--- src/rtl/pfe_ram.sv ---
// generic ram: one write port, two read ports with registered read data
`default_nettype none

module pfe_ram #(
    parameter int WIDTH = 8,
    parameter int DEPTH = 256
) (
    input  wire logic                     i_clk,
    input  wire logic                     i_we,
    input  wire logic [$clog2(DEPTH)-1:0] i_waddr,
    input  wire logic [WIDTH-1:0]         i_wdata,
    input  wire logic                     i_re,
    input  wire logic [$clog2(DEPTH)-1:0] i_raddr0,
    input  wire logic [$clog2(DEPTH)-1:0] i_raddr1,
    output logic      [WIDTH-1:0]         o_rdata0,
    output logic      [WIDTH-1:0]         o_rdata1
);

    logic [WIDTH-1:0] r_mem [DEPTH];

    // write port
    always_ff @(posedge i_clk) begin
        if (i_we) begin
            r_mem[i_waddr] <= i_wdata;
        end
    end

    // read ports, old data on a same-edge write, held while not enabled
    always_ff @(posedge i_clk) begin
        if (i_re) begin
            o_rdata0 <= r_mem[i_raddr0];
            o_rdata1 <= r_mem[i_raddr1];
        end
    end

endmodule

`default_nettype wire

--- config.mk ---
export PLATFORM = sky130hd
export DESIGN_NAME = pfe_ram
export DESIGN_NICKNAME = d
export VERILOG_FILES = /design/src/rtl/pfe_ram.sv
export SDC_FILE = /design/constraint.sdc
export NUM_CORES = 2
export LEC_CHECK = 0
export BUFFER_PORTS_ARGS = -buffer_cell sky130_fd_sc_hd__buf_2
export CORE_MARGIN = 2
export CORE_UTILIZATION = 35
export CTS_CLUSTER_SIZE = 14
export DETAILED_ROUTE_END_ITERATION = 6
export GPL_ROUTABILITY_DRIVEN = 0
export PLACE_DENSITY_LB_ADDON = 0.15
export SETUP_SLACK_MARGIN = 0.3
export SLEW_MARGIN = 20
export SYNTH_ARGS = -nofsm -noshare
export SYNTH_HDL_FRONTEND = slang
export SYNTH_SLANG_ARGS = --single-unit
--- constraint.sdc ---
create_clock -name i_clk -period 2.2 [get_ports i_clk]
set_input_delay 0.22 -clock i_clk [delete_from_list [all_inputs] [get_ports i_clk]]
set_output_delay 0.22 -clock i_clk [all_outputs]
set_load 0.005 [all_outputs]
**Word-level counts from Yosys, hierarchy flattened**

Memory sizes are Yosys's and may differ from the RTL's. A register that Yosys moved wholly into a read port is not among the register bits.
Index checks and enable logic that the tools add are counted.

- Register bits after elaboration: 0
- Memories kept: 1
- Bits in writable memories: 2,048

- Multiplexer cells: 2

Memory list:

| memory | words | bits a word | rd ports | clocked after memory_dff | wr ports | RTL line | RTL |
|---|---|---|---|---|---|---|---|
| r_mem | 256 | 8 | 2 | 2 | 1 | 19 | `logic [WIDTH-1:0] r_mem [DEPTH];` |

Operators with widths:

| kind | count |
|---|---|
| $mux W1 | 2 |

**Longest topological paths before layout**

- Depth after elaboration: 2
- Mapped depth: 12
- Gate-level depth less buffers: 6

**Worst setup path before layout**

Ideal clock, no wire load.

- Path kind: input to register
- From: input port i_raddr1[0]
- To: register o_rdata1[0], read port of r_mem (data pin)
- Buffers on the path: 3
- Cell stages on the path: 9
- Arrival time: 2.121 ns
- Library setup time: 0.277 ns
- Slack: -0.198 ns
- Required time: 1.923 ns
- Path through: buf_4 -> buf_6 -> buf_2 -> mux4_2 -> mux4_2 -> nand2_1 -> a21oi_1 -> a21oi_1 -> a221oi_2

RTL lines:

| what | RTL line | RTL |
|---|---|---|
| start, declared | 14 | `input wire logic [$clog2(DEPTH)-1:0] i_raddr1,` |
| end, declared | 16 | `output logic [WIDTH-1:0] o_rdata1` |

==> out/metrics.cfg <==
[synth]
ys.flop_type=edfxtp_1
synth.cell_area_um2=97100
synth_top_area_share_pct=63.8
synth_cells=4847
syn_nets=4882
ys_seq_area_share_pct=63.8
ys_types=64
postSynthAreaPerCell_um2=20.0
ys_seq_elements=2064
synth_top_area_cell=edfxtp_1
yosys_warnings=0
async_flop_share_pct=0
ys_top_cells_by_area=edfxtp_1 (64%), mux4_2 (24%), mux2i_1 (2.4%)
synth_enable_flop_cells=2064

[setup_path]
cp_cell_sequence=mux4_2 -> mux4_2 -> mux2i_2 -> o21ai_1 -> buf_4 -> o211ai_1 -> a221oi_2 -> buf_4
rrSetupSlack_ns=-0.42
reg2reg_from=r_mem[66][0]
crit_type=reg -> reg
critPathSlowestCell=mux4_2
reg2regPathDepth=8
reg2reg_to=o_rdata1[0]
crit_arrival_ns=3.26
slowest_delay_ns=0.58
critPathLaunchType=register
critPathMaxFanout=2
critPathRequiredTime_ns=2.84
crit_path_end_kind=register

[final_layout]
layout_common_cells=edfxtp_1 (2064), mux4_2 (1051), buf_4 (901)
fillCellCount=24000
final_common_cell=edfxtp_1
syn_to_final_growth_pct=23.6
fin_nets=5939
final_util_pct=43.5
drive_above_1_share_pct=46.7
final_cells=9800

[timing]
worstMarginPinSlew_ns=1.06
hold_ws_ns=0.0926
rsz0062_at_grt=true
finalMaxSlewViolations=0
finalHoldViolations=0
fin_worst_skew_ns=0.0809
post-route-period-util_pct=119
relSlewSlack_pct=29.3
period_minus_slack_ns=2.62
max_freq_mhz=382
finalWorstSetupSlack_ns=-0.420
finalSetupViolations=16

[placed_design]
post-place-ws_ns=-1.65
dp.cells=9353
port_buffers=50
hpwl_mm=247

[global_routing]
grt_max_degree=97
grt_remaining_overflow=0
grt_pass1_vias=58000
grt_antenna_before_repair=20
grt_pass1_wl_mm=483
grt_use_total_pct=24.8

[route]
first_iter_violations=7065
avgViaCountPerCell=5.90
drc=0
routedWlPerCell_um=35.9
wirelength_mm=352
first_pass_iters=6
vias=57800
antenna_left=0

[clock_network]
clkTransAtPathRegs_ns=0.06
cts_tree=built
cts_sinks=2064
cts_inserted_buffers=232
clkLatencyLatePin_ns=0.92
clockBufferDepth=4
cts-root-buf=clkbuf_16
htreeDepth=4

[hold_path]
worstHoldPathType=in -> reg
holdPathStages=4
hold_start=i_waddr[4]
min_to=r_mem[250][0]

[run_status]
outcome=finished, violations left
violations=setup timing

[power_and_ir_drop]
peakVddDrop_uv=684
power_uw=90800
cellPowerDensity_nw_per_um2=756
p_leak_uw=0.0392

[job]
maxCapViolations=0

[floorplanning]
rows=193
die_height_um=531
dieArea_um2=282000
initial_core_util_pct=35.2
die_x_um=531
io_pins=51
fp.coreArea_um2=276000

==> cell usage after synthesis, drive strengths merged, types with 10 or more instances <==
cell type and instances:
nor2b 27, nand3 52, edfxtp 2064, o22ai 48, o21ai 37, a221o 10, nor3 21, o31ai 11
a221oi 37, a22o 22, buf 258, o221ai 67, o211ai 13, a22oi 62, mux4 1051, a21oi 79
mux2 38, nand2b 11, a211oi 28, clkbuf 137, nand2 114, nand4 13, nor2 299, and2 12
mux2i 236
==> stage by stage <==
stage          TNS [ns]  area (µm²)
3_3_place_gp     -20.88      112000
6_report          -3.56      120000
4_1_cts           -3.75      120000
3_5_place_dp     -19.50      112000
5_1_grt           -4.13      120000
2_1_floorplan    -0.766       98100
==> routing by layer <==
metal / global-route usage (%) / vias to the layer above / wire, µm
li1: - / 23200 / -
met1: 34.7 / 31600 / 147000
met2: 39.5 / 2546 / 166000
met3: 4.22 / 458 / 25800
met4: 8.00 / 8 / 12600
met5: 0 / - / 56
==> cell families after synthesis <==
group	Yosys count	synth area share, %
compound gates	466	3.53
buf+inv	401	2.73
flops	2064	63.8
mux	1325	27.2
simple gates	591	2.69
==> layout make-up <==
| class | count | area (µm²) | share of cell area, % |
|---|---|---|---|
| Timing Repair Buffer | 1218 | 12300 | 10.2 |
| Inverter | 6 | 27.5 | 0.0229 |
| Tap cell | 3705 | 4640 | 3.86 |
| Clock buffer | 270 | 5970 | 4.97 |
| Sequential cell | 2064 | 62000 | 51.6 |
| Multi-Input combinational cell | 2382 | 33900 | 28.2 |
| Clock inverter | 145 | 1300 | 1.08 |
| Antenna cell | 10 | 25.0 | 0.0208 |
==> flip-flops by register name (all words and copies together), names as in the netlist <==
| signal | flops |
|---|---|
| o_rdata1 | 8 |
| r_mem | 2048 |
| o_rdata0 | 8 |
==> how the worst max path moves through the flow <==
stage / startpoint / end / slack, ns / depth (start not counted)
after detailed placement: i_raddr0[0] / o_rdata0[5] / -1.65 / 11
after floorplan: i_raddr1[0] / o_rdata1[7] / -0.07 / 8
after global routing: r_mem[83][0] / o_rdata1[0] / -0.46 / 8
after CTS: r_mem[231][4] / o_rdata0[4] / -0.43 / 8
final: r_mem[66][0] / o_rdata1[0] / -0.42 / 8
after global placement: i_raddr1[0] / o_rdata1[6] / -2.03 / 10
==> critical path: cells and delay by family, from the launching register on <==
kind / cells / cell delay (ns)
flip-flops: 1 / 0.41
multiplexers: 3 / 1.29
buffers and inverters: 2 / 0.35
AO/OA/AOI/OAI: 3 / 0.33
==> timing repair <==
item,CTS,global route
resized for setup,119,41
cloned,0,0
pin swaps,40,26
hold endpoints to repair,949,0
setup endpoints to repair,29,66
hold buffers,14,0
buffers inserted,3,5
==> report_power, final <==
part           internal, µW  switching, µW  total, µW
Clock                 21600          16300      37900
Combinational          4100           5250       9350
Sequential            43400            145      43500
Total                 69100          21600      90800
(Power assumes the default switching activity.)
